===== config.mk =====
export PLATFORM = sky130hd
export DESIGN_NAME = fpalu_mul
export DESIGN_NICKNAME = d
export VERILOG_FILES = /design/src/rtl/core/fpalu_pkg.sv /design/src/rtl/core/fpalu_mul.sv
export SDC_FILE = /design/constraint.sdc
export NUM_CORES = 2
export LEC_CHECK = 0
export BUFFER_PORTS_ARGS = -buffer_cell sky130_fd_sc_hd__buf_4
export CAP_MARGIN = 10
export CORE_MARGIN = 1
export CORE_UTILIZATION = 40
export DETAILED_ROUTE_END_ITERATION = 8
export HOLD_SLACK_MARGIN = 0.1
export MAX_ROUTING_LAYER = met4
export PLACE_DENSITY_LB_ADDON = 0.08
export SYNTH_ARGS = -nofsm -noshare
export SYNTH_HDL_FRONTEND = slang
export SYNTH_SLANG_ARGS = --single-unit

===== constraint.sdc =====
create_clock -name clk -period 12.75 [get_ports clk]
set_input_delay 1.9125 -clock clk [delete_from_list [all_inputs] [get_ports clk]]
set_output_delay 1.9125 -clock clk [all_outputs]
set_load 0.01 [all_outputs]

===== src/rtl/core/fpalu_pkg.sv =====
// shared types, mode codes and saturation helper for the fixed point alu
// no dependencies
`default_nettype none

package fpalu_pkg;
	localparam int DATA_W = 32;
	localparam int DIV_STEPS_PER_STAGE = 4;
	localparam int DIV_STAGES = DATA_W / DIV_STEPS_PER_STAGE;
	localparam int PIPE_LATENCY = DIV_STAGES + 4;

	localparam logic [3:0] MODE_ADD = 4'd0;
	localparam logic [3:0] MODE_SUB = 4'd1;
	localparam logic [3:0] MODE_MUL = 4'd2;
	localparam logic [3:0] MODE_DIV = 4'd3;
	localparam logic [3:0] MODE_MIN = 4'd4;
	localparam logic [3:0] MODE_MAX = 4'd5;
	localparam logic [3:0] MODE_INC = 4'd6;
	localparam logic [3:0] MODE_DEC = 4'd7;
	localparam logic [3:0] MODE_TO_INT = 4'd8;
	localparam logic [3:0] MODE_FROM_INT = 4'd9;

	localparam logic [DATA_W-1:0] SAT_MAX = {1'b0, {(DATA_W-1){1'b1}}};
	localparam logic [DATA_W-1:0] SAT_MIN = {1'b1, {(DATA_W-1){1'b0}}};

	typedef logic [DATA_W-1:0] word_t;

	typedef struct packed {
		word_t mag_a;
		word_t mag_b;
		logic  neg;
	} opnd_t;

	typedef struct packed {
		logic [3:0] mode;
		word_t      simple_result;
		logic       simple_ovf;
		logic       a_greater;
		logic       a_less;
		logic       a_equal;
		logic       b_zero;
	} side_t;

	typedef struct packed {
		word_t value;
		logic  ovf;
	} sat_t;

	function automatic sat_t saturate(input logic [DATA_W:0] mag, input logic neg,
			input logic big);
		sat_t r;
		logic over;
		over = big || (neg ? (mag > {1'b0, SAT_MIN}) : (mag > {1'b0, SAT_MAX}));
		r.ovf = over;
		if (over) begin
			r.value = neg ? SAT_MIN : SAT_MAX;
		end else if (neg) begin
			r.value = ~mag[DATA_W-1:0] + word_t'(1);
		end else begin
			r.value = mag[DATA_W-1:0];
		end
		return r;
	endfunction
endpackage

`default_nettype wire


===== src/rtl/core/fpalu_mul.sv =====
// two-stage multiplier: magnitude product, then round and saturate
// depends on fpalu_pkg
`default_nettype none

module fpalu_mul import fpalu_pkg::*; #(
	parameter int FRACTION_BITS = 8
) (
	input  logic  clk,
	input  opnd_t opnd_s1,
	output sat_t  mul_s3
);
	localparam logic [2*DATA_W-1:0] HALF = {{(2*DATA_W-1){1'b0}}, 1'b1} << (FRACTION_BITS-1);

	logic [2*DATA_W-1:0] prod_s2;
	logic                neg_s2;
	logic [2*DATA_W-1:0] rnd;
	logic [2*DATA_W-1:0] shifted;

	always_ff @(posedge clk) begin
		prod_s2 <= (2*DATA_W)'(opnd_s1.mag_a) * (2*DATA_W)'(opnd_s1.mag_b);
		neg_s2 <= opnd_s1.neg;
	end

	always_comb begin
		rnd = prod_s2 + HALF;
		shifted = rnd >> FRACTION_BITS;
	end

	always_ff @(posedge clk) begin
		mul_s3 <= saturate(shifted[DATA_W:0], neg_s2, |shifted[2*DATA_W-1:DATA_W+1]);
	end
endmodule

`default_nettype wire


==> impl_metrics.toml <==
[detailed_routing]
dr.pass1.iters = 5
drc_errors = 0
wl_per_cell_um = 19.9
wl_mm = 105
ant_nets = 0
vias = 26700
drtIter0Drc = 1170
via_per_inst = 5.06

[floorplan]
rows = 112
dieWidth_um = 309
io_pins = 99
start_util_pct = 40.3
die_y_um = 309
coreArea_sq_um = 93200
die_area_sq_um = 95200

[placed_design]
dp_hpwl_mm = 85.0
gp_congestion = 0.856
portBuffers = 98

[setup_path]
crit_required_ns = 13.00
worst_setup_path_start_kind = "primary input"
path_cells = "buf_4 -> and2_1 -> fa_1 -> fa_1 -> fa_1 -> inv_1 -> fa_1 -> inv_1 -> fa_1 -> fa_1 -> fa_1 -> inv_1 -> fa_1 -> inv_1 -> ha_1 -> and2_1 -> nand2_1 -> nor4_1 -> o221ai_1 -> o31ai_1 -> a31oi_1 -> o21ai_0 -> a21oi_1 -> xnor2_1"
critical_path_class = "in -> reg"
crit_path_end_kind = "register"
path_common_cell = "fa_1"
cp_max_fo = 32
arrival_ns = 9.94
slowest_delay_ns = 0.65
slowest_stage = "o31ai_1"

[synthesis]
synth_cell_types = 83
yosys_warnings = 0
yosys_register_bits = 91
async_flop_share_pct = 0
synth-edff-count = 0
synthFlopType = "dfxtp_1"
netlist_instances = 4148
syn_area_sq_um = 37600
synth.yosys.seq_area_share_pct = 4.85
syn_avg_cell_area_sq_um = 9.06
mappedNetlistNets = 5372

[finish]
final_nets = 5251
multiInputGateArea_sq_um = 31500
drive_above_1_share_pct = 4.37
n_fill_cell = 9474
seq_area_sq_um = 1820
mostFrequentLayoutCells = "895 x fa_1, 892 x inv_1, 574 x and2_1"
mostFrequentLayoutCell = "fa_1"
syn_to_final_growth_pct = 4.59
fin_util_pct = 42.2

[global_routing]
antenna_found_initial = 3
grt.total_usage_pct = 23.7
grt_overflow = 0
grt_pass1_vias = 28900
grt_max_degree = 52
grt_pass1_wl_mm = 167

[clock_tree]
cts_root_buffer = "clkbuf_16"
h-tree-depth = 3
clock_path_buffers = 2
cts_inserted_buffers = 9
ctsResizeCount = 0
cts_hold_buf = 0
cts.sinks = 91
cts_tree = "built"
clkLatencyLatePin_ns = 0.36
post_cts_buffers = 0
path_clk_slew_ns = 0.07

[sta]
fin_skew_ns = 0.00795
tightest_slew_ns = 0.973
finalSetupTns_ns = 0
final-setup-viol-count = 0
fmax_mhz = 103
finalCriticalPeriod_ns = 9.69
whs_ns = 0.710
period_share_pct = 76.0
finalHoldViolCount = 0
maxSlewHeadroom_pct = 35.1
finalMaxSlewViolations = 0
rsz0062_at_grt = "no"

[job]
drv_cap = 0

[hold_path]
worstHoldPathType = "reg -> reg"

[run_status]
outcome = "finished, final reports clean"
[cell usage after synthesis, drive strengths merged (13+ instances only)]
| cell | count | area (sq um) |
|---|---|---|
| fa | 895 | 17900 |
| inv | 893 | 3350 |
| and2 | 574 | 3590 |
| nand2 | 531 | 1990 |
| ha | 263 | 3290 |
| clkbuf | 216 | 811 |
| dfxtp | 91 | 1820 |
| a21oi | 77 | 385 |
| xnor2 | 66 | 578 |
| nor2 | 56 | 210 |
| o21ai | 55 | 305 |
| nand3 | 44 | 265 |
| a21o | 43 | 323 |
| xor2 | 40 | 350 |
| nand4 | 35 | 240 |
| nor3 | 29 | 181 |
| and3 | 27 | 178 |
| buf | 19 | 138 |
| nor4 | 18 | 153 |
| o21bai | 14 | 109 |
| a22oi | 13 | 128 |
[per-layer routing]
layer | up-vias | track usage (%) | part of all wire (%)
met5 | - | - | 0
met4 | 0 | 6.32 | 3.0
met3 | 125 | 1.70 | 2.4
met2 | 430 | 42.9 | 54
met1 | 14100 | 28.4 | 41
li1 | 12100 | - | -
[final cells by class]
class	count	area share, %
inverters	893	8.52
multi-input cells	2929	80.0
diodes	2	0.0127
clock inverters	5	0.185
repair buffers	103	1.97
well taps	1254	3.99
clock buffers	11	0.643
flip-flops and latches	91	4.64
[metrics by stage]
step | area (sq um) | std cells | worst slack [ns]
after detailed placement | 39000 | 5270 | 2.75
after CTS | 39300 | 5286 | 3.12
after floorplan | 37600 | 4148 | 3.66
after global placement | 39000 | 5270 | 2.81
final | 39300 | 5288 | 3.06
after global routing | 39300 | 5287 | 2.63
[flip-flops by register name, summed over array words and instances, names as in the netlist]
signal,cells
neg_s2,1
mul_s3,33
prod_s2,57
[critical path: cells and delay by family]
| family | cells | cell delay [ns] |
|---|---|---|
| fa+ha+maj | 9 | 4.52 |
| xor+xnor | 1 | 0.13 |
| buf+inv | 5 | 0.61 |
| compound gates | 5 | 1.74 |
| simple gates | 4 | 0.98 |
[cell families (layout without fill, tap and decap cells)]
family	after synthesis	in the layout	synth area share, %
xor+xnor	106	106	2.47
compound gates	296	296	5.57
fa+ha+maj	1158	1158	56.4
flops	91	91	4.85
buf+inv	1128	1012	11.4
other cells	0	2	0
mux	6	6	0.166
simple gates	1363	1363	19.1
[path summary, 6_finish.rpt]
kind                                   from           to  slack [ns]  depth (start not counted)
worst min-delay path            prod_s2[19]   mul_s3[12]        0.71                          2
worst min register to register  prod_s2[19]   mul_s3[12]        0.71                          2
worst max-delay path            opnd_s1[44]  prod_s2[58]        3.06                         24
worst max register to register   prod_s2[8]   mul_s3[25]        8.43                         13
Power is not shown: default switching activity piles up to over one toggle a cycle in this logic, so the estimate is an artifact.
