**src/rtl/core/fpalu_pkg.sv**
```systemverilog
// shared types, mode codes and saturation helper for the fixed point alu
// no dependencies
`default_nettype none

package fpalu_pkg;
	localparam int DATA_W = 32;
	localparam int DIV_STEPS_PER_STAGE = 4;
	localparam int DIV_STAGES = DATA_W / DIV_STEPS_PER_STAGE;
	localparam int PIPE_LATENCY = DIV_STAGES + 4;

	localparam logic [3:0] MODE_ADD = 4'd0;
	localparam logic [3:0] MODE_SUB = 4'd1;
	localparam logic [3:0] MODE_MUL = 4'd2;
	localparam logic [3:0] MODE_DIV = 4'd3;
	localparam logic [3:0] MODE_MIN = 4'd4;
	localparam logic [3:0] MODE_MAX = 4'd5;
	localparam logic [3:0] MODE_INC = 4'd6;
	localparam logic [3:0] MODE_DEC = 4'd7;
	localparam logic [3:0] MODE_TO_INT = 4'd8;
	localparam logic [3:0] MODE_FROM_INT = 4'd9;

	localparam logic [DATA_W-1:0] SAT_MAX = {1'b0, {(DATA_W-1){1'b1}}};
	localparam logic [DATA_W-1:0] SAT_MIN = {1'b1, {(DATA_W-1){1'b0}}};

	typedef logic [DATA_W-1:0] word_t;

	typedef struct packed {
		word_t mag_a;
		word_t mag_b;
		logic  neg;
	} opnd_t;

	typedef struct packed {
		logic [3:0] mode;
		word_t      simple_result;
		logic       simple_ovf;
		logic       a_greater;
		logic       a_less;
		logic       a_equal;
		logic       b_zero;
	} side_t;

	typedef struct packed {
		word_t value;
		logic  ovf;
	} sat_t;

	function automatic sat_t saturate(input logic [DATA_W:0] mag, input logic neg,
			input logic big);
		sat_t r;
		logic over;
		over = big || (neg ? (mag > {1'b0, SAT_MIN}) : (mag > {1'b0, SAT_MAX}));
		r.ovf = over;
		if (over) begin
			r.value = neg ? SAT_MIN : SAT_MAX;
		end else if (neg) begin
			r.value = ~mag[DATA_W-1:0] + word_t'(1);
		end else begin
			r.value = mag[DATA_W-1:0];
		end
		return r;
	endfunction
endpackage

`default_nettype wire

```
**src/rtl/core/fpalu_div.sv**
```systemverilog
// pipelined restoring divider, several quotient bits per stage, round and saturate
// depends on fpalu_pkg
`default_nettype none

module fpalu_div import fpalu_pkg::*; #(
	parameter int FRACTION_BITS = 8
) (
	input  logic  clk,
	input  opnd_t opnd_s1,
	output sat_t  div_s11
);
	typedef struct packed {
		word_t rem;
		word_t quo;
		word_t den;
		logic  neg;
		logic  big;
	} div_stage_t;

	div_stage_t stg_s [DIV_STAGES+1];
	div_stage_t setup;
	word_t      n_hi;
	logic            up;
	logic [DATA_W:0] q_round;

	// dividend is mag_a shifted up by the fraction bits
	always_comb begin
		n_hi = opnd_s1.mag_a >> (DATA_W - FRACTION_BITS);
		setup.rem = n_hi;
		setup.quo = opnd_s1.mag_a << FRACTION_BITS;
		setup.den = opnd_s1.mag_b;
		setup.neg = opnd_s1.neg;
		setup.big = n_hi >= opnd_s1.mag_b;
	end

	always_ff @(posedge clk) begin
		stg_s[0] <= setup;
	end

	for (genvar k = 0; k < DIV_STAGES; k++) begin : g_step
		div_stage_t      nxt;
		logic [DATA_W:0] trial;
		logic            take;

		always_comb begin
			nxt = stg_s[k];
			trial = '0;
			take = 1'b0;
			for (int i = 0; i < DIV_STEPS_PER_STAGE; i++) begin
				trial = {nxt.rem, nxt.quo[DATA_W-1]};
				take = trial >= {1'b0, nxt.den};
				nxt.quo = {nxt.quo[DATA_W-2:0], take};
				nxt.rem = take ? word_t'(trial - {1'b0, nxt.den}) : trial[DATA_W-1:0];
			end
		end

		always_ff @(posedge clk) begin
			stg_s[k+1] <= nxt;
		end
	end

	// round half away from zero on the magnitude
	always_comb begin
		up = {stg_s[DIV_STAGES].rem, 1'b0} >= {1'b0, stg_s[DIV_STAGES].den};
		q_round = {1'b0, stg_s[DIV_STAGES].quo} + {{DATA_W{1'b0}}, up};
	end

	always_ff @(posedge clk) begin
		div_s11 <= saturate(q_round, stg_s[DIV_STAGES].neg, stg_s[DIV_STAGES].big);
	end
endmodule

`default_nettype wire

```
**config.mk**
```make
export PLATFORM = sky130hd
export DESIGN_NAME = fpalu_div
export DESIGN_NICKNAME = d
export VERILOG_FILES = /design/src/rtl/core/fpalu_pkg.sv /design/src/rtl/core/fpalu_div.sv
export SDC_FILE = /design/constraint.sdc
export NUM_CORES = 2
export LEC_CHECK = 0
export ABC_AREA = 1
export BUFFER_PORTS_ARGS = -buffer_cell sky130_fd_sc_hd__buf_2
export CAP_MARGIN = 20
export CORE_MARGIN = 5
export CORE_UTILIZATION = 45
export CTS_CLUSTER_SIZE = 12
export DETAILED_ROUTE_END_ITERATION = 10
export PLACE_DENSITY = 0.72
export SETUP_SLACK_MARGIN = 0.1
export SYNTH_ARGS = -nofsm -noshare
export SYNTH_HDL_FRONTEND = slang
export SYNTH_SLANG_ARGS = --single-unit
export TNS_END_PERCENT = 1
```
**constraint.sdc**
```tcl
create_clock -name clk -period 7.6 [get_ports clk]
set_clock_uncertainty 0.2 [all_clocks]
set_input_delay 1.52 -clock clk [delete_from_list [all_inputs] [get_ports clk]]
set_output_delay 1.52 -clock clk [all_outputs]
set_load 0.1 [all_outputs]
```
==> flow_summary_export.csv <==
group,metric,value,unit
timing,worst_pin_slew,0.815,ns
floorplan,die_area,213000,µm²
routing,remaining_drc_errors,0,
timing,period_needed,9.10,ns
global_routing,grt-ovfl-total,0,
timing,holdWs,0.113,ns
clock_network,h-tree-depth,3,
timing,drv_slew,0,
floorplan,coreArea,203000,µm²
placed_design,hpwl,375,mm
setup_path,r2r_slack,-1.50,ns
setup_path,worstPathArrival,9.59,ns
min_path,hp-class,"reg -> reg",
synthesis,yosysWarningCount,0,
synthesis,synth_nets,16100,
min_path,hp-start,"stg_s[0][48]$_DFF_P_",
clock_network,postCtsHoldBufs,0,
synthesis,synth-async-reset-ratio,0,%
clock_network,tritoncts.num_buffers,100,
synthesis,synthCells,15000,
timing,setup_viol,264,
floorplan,die_y,462,µm
clock_network,clk_latency,0.83,ns
synthesis,yosysUniqueCellTypes,72,
routing,top_layer,"met5",
min_path,whs_path_depth,0,
final_layout,areaGrowthSynthToFinish,63.2,%
timing,maxSlewHeadroom,45.4,%
final_layout,design_area,150000,µm²
routing,wl_met2,209,mm
timing,fin_crit_sh,120,%
routing,num_vias,126000,
setup_path,end_kind,"flip-flop",
clock_network,clockBufferDepth,3,
setup_path,cp-start-kind,"flip-flop",
global_routing,grt_pass1_vias,120000,
placed_design,placed_area,136000,µm²
routing,met3WireLength,37.3,mm
synthesis,synth_edf_count,0,
setup_path,slowest_delay,0.51,ns
min_path,min_to,"stg_s[0][150]$_DFF_P_",
placed_design,portBuffers,98,
setup_path,slowest_stage,"nor4_4",
floorplan,fp.dieW,462,µm
clock_network,clk_pin_slew,0.07,ns
final_layout,final_layout_size_suffix_gt1_share,36.4,%
final_layout,layout.nets,21800,
clock_network,root_buffer,"clkbuf_16",
setup_path,reg2regPathDepth,53,
synthesis,ys_ff_latch,831,
synthesis,synth_ff_type,"dfxtp_1",
routing,viasPerCell,5.37,
timing,rsz0062_at_grt,"yes",
synthesis,synth_area_leaders,"nand2_1, dfxtp_1, ha_1",
routing,drt_iter0_drc,10800,
status,status,"complete, but fails checks",
run,maxCapViolCount,0,
timing,worst_slack,-1.50,ns
global_routing,antenna_found_initial,35,
synthesis,synth_commonest_cells,"nand2_1, inv_1, nor2_1",
setup_path,critPathRequiredTime,8.09,ns
setup_path,crit_type,"reg -> reg",
routing,wl_per_cell,20.1,µm
setup_path,worstReg2RegStart,"stg_s[0][9]$_DFF_P_",
final_layout,fillers,16600,
global_routing,grt_pass1_wl,677,mm
routing,wl_met1,178,mm
synthesis,yosys.area.top_type_share,19.4,%
placed_design,globalplace.congestion,1.08,
clock_network,cts_tree,"done",
synthesis,avgSynthCellArea,6.13,µm²
global_routing,grt_max_degree,38,
floorplan,num_io_pins,99,
setup_path,cpMostUsedCell,"nand2_2",
setup_path,r2r-end,"stg_s[0][174]$_DFF_P_",
status,violations,"negative setup slack",
floorplan,rows,165,
synthesis,netlist_area,91800,µm²
setup_path,path_max_fanout,13,
timing,hold_viol,0,
synthesis,synth_most_common_cell,"nand2_1",
synthesis,synth_sequential_area_ratio,18.1,%
synthesis,synth.largest_area_cell,"nand2_1",
timing,clock.fmax,110,MHz
routing,ant_nets,0,
routing,first_pass_iters,10,
global_routing,grt_usage,40.9,%
routing,wl,472,mm
clock_network,cts_num_sinks,831,
floorplan,start_util,45.3,%
[stage by stage]
stage | setup TNS (ns) | cells | setup slack [ns] | utilization, %
final | -215.32 | 23500 | -1.50 | 74.0
after global routing | -326.14 | 23500 | -1.81 | 74.0
after CTS | -155.35 | 23300 | -0.706 | 71.7
after detailed placement | -314.39 | 23000 | -1.48 | 67.3
after global placement | -293.73 | 23000 | -1.54 | 67.3
after floorplan | 0 | 15000 | 0.0627 | -
[sequential cells by signal, summed over array words and instances (netlist names)]
register  count
div_s11      33
stg_s       798
[layer usage]
metal  vias to the layer above  GRT usage, %
li1                      60700             -
met1                     57400          46.8
met2                      5810          68.2
met3                      2166          6.61
met4                        14          31.5
met5                         -             0
[what timing repair did]
item | in CTS | in global routing
endpoints found under the hold margin | 0 | 0
buffers inserted | 156 | 88
endpoints found under the setup margin | 264 | 264
gates cloned | 26 | 10
gates resized for setup | 945 | 792
pin swaps | 169 | 209
[final cells by class]
class	count	area, µm²	share of cell area (%)
clock inverter	55	872	0.582
clock buffer	119	2640	1.76
sequential	831	16800	11.2
multi-input combinational	12100	73800	49.2
tap	2672	3340	2.23
timing repair buffer	5830	45400	30.3
inverter	1834	6930	4.63
antenna	50	125	0.0835
[worst max-delay path: cells and delay by family (launching register included)]
family	cells	cell delay (ns)
simple gates	26	3.60
buf+inv	13	1.94
compound gates	10	1.67
fa+ha+maj	4	1.17
flops	1	0.35
[layout by cell type, fill, tap and decap left out, drive strengths merged, types with 9 or more instances in the layout]
cell      instances
inv            1838
or2              92
xnor2           314
o31ai            10
clkbuf          130
clkinv           26
nor4             76
fa               26
nor2           1266
clkinvlp          9
xor2            502
diode            50
a221oi           47
buf            5812
a21boi           55
a21o            100
nand3b           63
o211ai           42
nand4           211
and3             10
o21a             74
ha             1038
a21oi          1086
a211oi           11
a31oi            82
bufinv           16
nor3            184
o21ai           843
nand2          4803
dfxtp           831
nand3           998
o21bai           89
[kinds of logic after synthesis]
group / share of synthesized area [%]
AOI/OAI and AO/OA: 15.2
xor gates and xnor gates: 7.81
adders and majority gates: 14.7
buffers and inverters: 8.99
DFF: 18.1
and+or+nand+nor: 35.2
[worst max path at each step]
stage | depth (start not counted) | end | from
2_1_floorplan | 61 | stg_s[0][369]$_DFF_P_ | stg_s[0][205]$_DFF_P_
3_3_place_gp | 50 | stg_s[0][864]$_DFF_P_ | stg_s[0][704]$_DFF_P_
3_5_place_dp | 50 | stg_s[0][864]$_DFF_P_ | stg_s[0][704]$_DFF_P_
4_1_cts | 64 | stg_s[0][782]$_DFF_P_ | stg_s[0][594]$_DFF_P_
5_1_grt | 57 | stg_s[0][174]$_DFF_P_ | stg_s[0][4]$_DFF_P_
6_report | 53 | stg_s[0][174]$_DFF_P_ | stg_s[0][9]$_DFF_P_
Power is left out: the tool's default activity adds up to more than one toggle a clock period on the data nets, which glitch-free logic cannot reach.
