[src/rtl/core/fpalu_pkg.sv]
// shared types, mode codes and saturation helper for the fixed point alu
// no dependencies
`default_nettype none

package fpalu_pkg;
	localparam int DATA_W = 32;
	localparam int DIV_STEPS_PER_STAGE = 4;
	localparam int DIV_STAGES = DATA_W / DIV_STEPS_PER_STAGE;
	localparam int PIPE_LATENCY = DIV_STAGES + 4;

	localparam logic [3:0] MODE_ADD = 4'd0;
	localparam logic [3:0] MODE_SUB = 4'd1;
	localparam logic [3:0] MODE_MUL = 4'd2;
	localparam logic [3:0] MODE_DIV = 4'd3;
	localparam logic [3:0] MODE_MIN = 4'd4;
	localparam logic [3:0] MODE_MAX = 4'd5;
	localparam logic [3:0] MODE_INC = 4'd6;
	localparam logic [3:0] MODE_DEC = 4'd7;
	localparam logic [3:0] MODE_TO_INT = 4'd8;
	localparam logic [3:0] MODE_FROM_INT = 4'd9;

	localparam logic [DATA_W-1:0] SAT_MAX = {1'b0, {(DATA_W-1){1'b1}}};
	localparam logic [DATA_W-1:0] SAT_MIN = {1'b1, {(DATA_W-1){1'b0}}};

	typedef logic [DATA_W-1:0] word_t;

	typedef struct packed {
		word_t mag_a;
		word_t mag_b;
		logic  neg;
	} opnd_t;

	typedef struct packed {
		logic [3:0] mode;
		word_t      simple_result;
		logic       simple_ovf;
		logic       a_greater;
		logic       a_less;
		logic       a_equal;
		logic       b_zero;
	} side_t;

	typedef struct packed {
		word_t value;
		logic  ovf;
	} sat_t;

	function automatic sat_t saturate(input logic [DATA_W:0] mag, input logic neg,
			input logic big);
		sat_t r;
		logic over;
		over = big || (neg ? (mag > {1'b0, SAT_MIN}) : (mag > {1'b0, SAT_MAX}));
		r.ovf = over;
		if (over) begin
			r.value = neg ? SAT_MIN : SAT_MAX;
		end else if (neg) begin
			r.value = ~mag[DATA_W-1:0] + word_t'(1);
		end else begin
			r.value = mag[DATA_W-1:0];
		end
		return r;
	endfunction
endpackage

`default_nettype wire

[src/rtl/core/fpalu_front.sv]
// first stage: add/sub/inc/dec, min/max, shifts, compare, operand magnitudes
// depends on fpalu_pkg
`default_nettype none

module fpalu_front import fpalu_pkg::*; #(
	parameter int FRACTION_BITS = 8
) (
	input  logic                     clk,
	input  logic [3:0]               mode,
	input  logic signed [DATA_W-1:0] operand_a,
	input  logic signed [DATA_W-1:0] operand_b,
	output side_t                    side_s1,
	output opnd_t                    opnd_s1
);
	logic [DATA_W:0] add_x;
	logic [DATA_W:0] add_y;
	logic [DATA_W:0] add_sum;
	logic            add_cin;
	logic            add_ovf;
	word_t           add_val;
	logic [FRACTION_BITS:0] fi_top;
	logic            fi_ovf;
	word_t           fi_val;
	word_t           ti_val;
	logic            gt;
	logic            lt;
	logic            eq;
	word_t           simple_val;
	logic            simple_ovf;
	side_t           side_d;
	opnd_t           opnd_d;

	always_comb begin
		add_x = {operand_a[DATA_W-1], operand_a};
		add_cin = 1'b0;
		case (mode)
			MODE_SUB: begin
				add_y = ~{operand_b[DATA_W-1], operand_b};
				add_cin = 1'b1;
			end
			MODE_INC: add_y = {{DATA_W{1'b0}}, 1'b1};
			MODE_DEC: add_y = {(DATA_W+1){1'b1}};
			default:  add_y = {operand_b[DATA_W-1], operand_b};
		endcase
		add_sum = add_x + add_y + {{DATA_W{1'b0}}, add_cin};
		add_ovf = add_sum[DATA_W] ^ add_sum[DATA_W-1];
		add_val = add_ovf ? (add_sum[DATA_W] ? SAT_MIN : SAT_MAX) : add_sum[DATA_W-1:0];
	end

	always_comb begin
		fi_top = operand_a[DATA_W-1 -: FRACTION_BITS+1];
		fi_ovf = !((&fi_top) || !(|fi_top));
		fi_val = fi_ovf ? (operand_a[DATA_W-1] ? SAT_MIN : SAT_MAX)
			: (word_t'(operand_a) << FRACTION_BITS);
		ti_val = word_t'(operand_a >>> FRACTION_BITS);
		gt = operand_a > operand_b;
		lt = operand_a < operand_b;
		eq = operand_a == operand_b;
	end

	always_comb begin
		simple_ovf = 1'b0;
		case (mode) inside
			MODE_ADD, MODE_SUB, MODE_INC, MODE_DEC: begin
				simple_val = add_val;
				simple_ovf = add_ovf;
			end
			MODE_MIN:      simple_val = gt ? word_t'(operand_b) : word_t'(operand_a);
			MODE_MAX:      simple_val = lt ? word_t'(operand_b) : word_t'(operand_a);
			MODE_TO_INT:   simple_val = ti_val;
			MODE_FROM_INT: begin
				simple_val = fi_val;
				simple_ovf = fi_ovf;
			end
			default:       simple_val = '0;
		endcase
	end

	always_comb begin
		side_d.mode = mode;
		side_d.simple_result = simple_val;
		side_d.simple_ovf = simple_ovf;
		side_d.a_greater = gt;
		side_d.a_less = lt;
		side_d.a_equal = eq;
		side_d.b_zero = operand_b == '0;
		opnd_d.mag_a = operand_a[DATA_W-1] ? (~word_t'(operand_a) + word_t'(1))
			: word_t'(operand_a);
		opnd_d.mag_b = operand_b[DATA_W-1] ? (~word_t'(operand_b) + word_t'(1))
			: word_t'(operand_b);
		opnd_d.neg = operand_a[DATA_W-1] ^ operand_b[DATA_W-1];
	end

	always_ff @(posedge clk) begin
		side_s1 <= side_d;
		opnd_s1 <= opnd_d;
	end
endmodule

`default_nettype wire

[config.mk]
export PLATFORM = sky130hd
export DESIGN_NAME = fpalu_front
export DESIGN_NICKNAME = d
export VERILOG_FILES = /design/src/rtl/core/fpalu_pkg.sv /design/src/rtl/core/fpalu_front.sv
export SDC_FILE = /design/constraint.sdc
export NUM_CORES = 1
export LEC_CHECK = 0
export BUFFER_PORTS_ARGS = -buffer_cell sky130_fd_sc_hd__buf_4
export CAP_MARGIN = 25
export CORE_UTILIZATION = 52
export CTS_BUF_LIST = sky130_fd_sc_hd__clkbuf_4
export DETAILED_ROUTE_END_ITERATION = 16
export PLACE_DENSITY_LB_ADDON = 0.2
export SYNTH_ARGS = -nofsm -noshare
export SYNTH_HDL_FRONTEND = slang
export SYNTH_SLANG_ARGS = --single-unit
[constraint.sdc]
create_clock -name clk -period 3.9 [get_ports clk]
set_input_delay 0.195 -clock clk [delete_from_list [all_inputs] [get_ports clk]]
set_output_delay 0.195 -clock clk [all_outputs]
set_load 0.03 [all_outputs]
==> flow_summary.yaml <==
global_route:
  antenna_found_initial: 1
  grt_start_max_net_pins: 41
  grtUsageTotal_pct: 36.1
  grt-ovfl-total: 0
  grt_pass1_wl_um: 46400
  grt_pass1_vias: 8759
yosys:
  syn_avg_cell_area_um2: 7.70
  syn_inst: 1096
  ys_ff_latch: 106
  synth_top_area_cell: "dfxtp_1"
  ys_warn_count: 0
  postSynth.asyncResetShare_pct: 0
  synth_edf_count: 0
  syn-cell-area_um2: 8440
  synthTopCellsByArea: "dfxtp_1 (25%), ha_1 (9.6%), xnor2_1 (7.7%)"
  synthFlopType: "dfxtp_1"
  yosys.cell_types.count: 61
  ys_seq_area_share_pct: 25.1
  netlist.area_leader.share_pct: 25.1
  syn-num-nets: 1232
cells_and_area:
  drive_above_1_share_pct: 23.6
  synthToLayoutAreaGrowth_pct: 30.8
  fin_util_pct: 69.5
  final_nets: 1437
  final_cells: 1523
clock_tree:
  cts_buffers: 9
  cts_tree: "done"
  root_buffer: "clkbuf_4"
  clock_sinks: 106
  cts-htree-levels: 3
  clk_pin_slew_worst_paths_ns: 0.18
  clockBufferDepth: 2
timing:
  fin_crit_ns: 3.82
  drv_slew: 0
  hold_viol: 0
  relSlewSlack_pct: 27.7
  setup_tns_ns: 0
  fin_hold_ws_ns: 0.0150
  setup_violations: 0
  clock.fmax_ghz: 0.262
  period_share_pct: 97.9
  grt_setup_unrepaired: "no"
  worst_slew_pin_slew_ns: 1.08
routing:
  drtIter0Drc: 947
  drc_errors: 0
  post_drt_via_cell_ratio: 6.19
  antenna_left: 0
  totalWireLength_um: 30300
  routedWlPerCell_um: 19.9
  vias: 9426
  drt_pass1_iterations: 5
power_and_ir_drop:
  power_density_nw_per_um2: 343
  leakagePower_nw: 4.82
  finalPower_mw: 3.78
  ir_worst_vdd_mv: 0.178
worst_hold_path:
  min_path_type: "input port to flop"
  hold_end: "opnd_s1[57]"
  whs_path_depth: 2
  worstHoldStart: "operand_a[24]"
critical_path:
  endpoint_kind: "flop"
  critPathMaxFanout: 20
  startpoint_type: "input port"
  arrival_ns: 4.25
  crit_required_ns: 4.34
  worstSetupPathType: "input port to flop"
floorplan:
  start_util_pct: 53.1
  die_x_um: 129
  die_y_um: 129
  ios: 175
  rows: 46
  dieArea_um2: 16700
  coreArea_um2: 15900
placed_design:
  dpl.hpwl_um: 21900
  portBuffers: 174
  place.gp.congestion: 0.972
  placed_cells: 1444
run_status:
  outcome: "finished, final reports clean"
flow_run:
  max_cap_viol_count: 0
## worst max path at each step
stage	from	endpoint	slack [ns]	cells after the start
floorplan	mode[1]	side_s1[6]	-0.005	17
global placement	mode[1]	side_s1[33]	-0.04	15
detailed placement	mode[1]	side_s1[30]	-0.14	15
CTS	mode[2]	side_s1[30]	0.01	18
global route	mode[2]	side_s1[7]	0.004	17
finish	operand_b[0]	side_s1[9]	0.08	15
## state kept, by name (all words and copies together) (netlist names)
| register | count |
|---|---|
| opnd_s1 | 65 |
| side_s1 | 41 |
## synthesized netlist by cell type, drive strengths merged, types with 4 or more instances
library cell and count:
clkbuf 90, a21o 16, nand3 79, nand2 106, mux2i 7, a221oi 10, nand2b 9, o21a 4
o21ai 70, xnor2 74, a32oi 32, ha 65, nor2 57, o22a 31, inv 56, o41ai 10
o31ai 23, nand4 14, a211oi 12, dfxtp 106, or3 7, mux2 30, nor3 13, buf 7
or4 12, nor4 7, o21bai 6, o211ai 7, or2 4, xor2 10, a21oi 89
## cells by family (layout without fill, tap and decap cells)
logic type,after synthesis,in the layout,synth area share [%]
XOR/XNOR,84,84,8.72
AND/OR/NAND/NOR,320,320,18.2
buffers and inverters,153,363,6.85
other,0,1,0
flip-flops,106,106,25.1
adder cells (fa/ha/maj),67,67,10.1
multiplexers,37,37,4.83
AO/OA/AOI/OAI,329,329,26.1
## stage by stage
| stage | setup WS, ns | cell area [um^2] |
|---|---|---|
| after floorplan | -0.00503 | 8510 |
| after global placement | -0.0403 | 10200 |
| after detailed placement | -0.139 | 10200 |
| after CTS | 0.0147 | 10900 |
| after global routing | 0.00413 | 11000 |
| final | 0.0822 | 11000 |
## cells in the final DEF (no fill, tap or decap), types with 30 or more instances in the layout
| master | instances |
|---|---|
| dfxtp_1 | 106 |
| xnor2_1 | 73 |
| o21ai_0 | 69 |
| mux2_2 | 30 |
| nand2_1 | 106 |
| dlygate4sd3_1 | 60 |
| ha_1 | 65 |
| nand3_1 | 79 |
| a21oi_1 | 87 |
| o22a_1 | 31 |
| buf_4 | 225 |
| inv_1 | 56 |
| nor2_1 | 56 |
## routing by layer
layer / share of wire (%) / track usage (%) / wire length (um) / up-vias
li1: - / - / - / 4389
met1: 42 / 48.7 / 12700 / 4386
met2: 45 / 57.8 / 13600 / 565
met3: 10 / 5.49 / 3170 / 86
met4: 2.8 / 13.7 / 838 / 0
met5: 0 / 0 / 0 / -
## layout make-up
class	instances	area, um^2
antenna	1	2.50
fill	1317	4850
clock inverter	7	92.6
timing repair buffer	291	2400
multi-input combinational	837	5870
clock buffer	9	67.6
sequential	106	2120
tap	216	270
inverter	56	210
## what timing repair did
action | in CTS | in global routing
hold buffers | 59 | 1
hold endpoints to repair | 68 | 1
gates resized for setup | 0 | 14
setup buffers | 0 | 2
endpoints found under the setup margin | 0 | 31
## critical path, cell delays in order
cell           delay [ns]
dlygate4sd3_1        0.57
buf_4                0.17
inv_1                0.16
mux2_2               0.37
fa_2                 0.37
a211o_1              0.32
a2111o_1             0.41
a311oi_4             0.31
a21oi_2              0.14
o2111a_2             0.31
nor3_4               0.25
mux2i_1              0.12
and2_4               0.18
buf_12               0.15
a32oi_1              0.21
## power by group
part           switching, mW  internal (mW)  leakage (nW)  total [mW]
clock network          0.435          0.212        0.0858       0.647
registers             0.0461           1.21         0.890        1.25
logic                   1.10          0.779          3.85        1.88
total                   1.58           2.20          4.82        3.78
(Power assumes the default switching activity.)
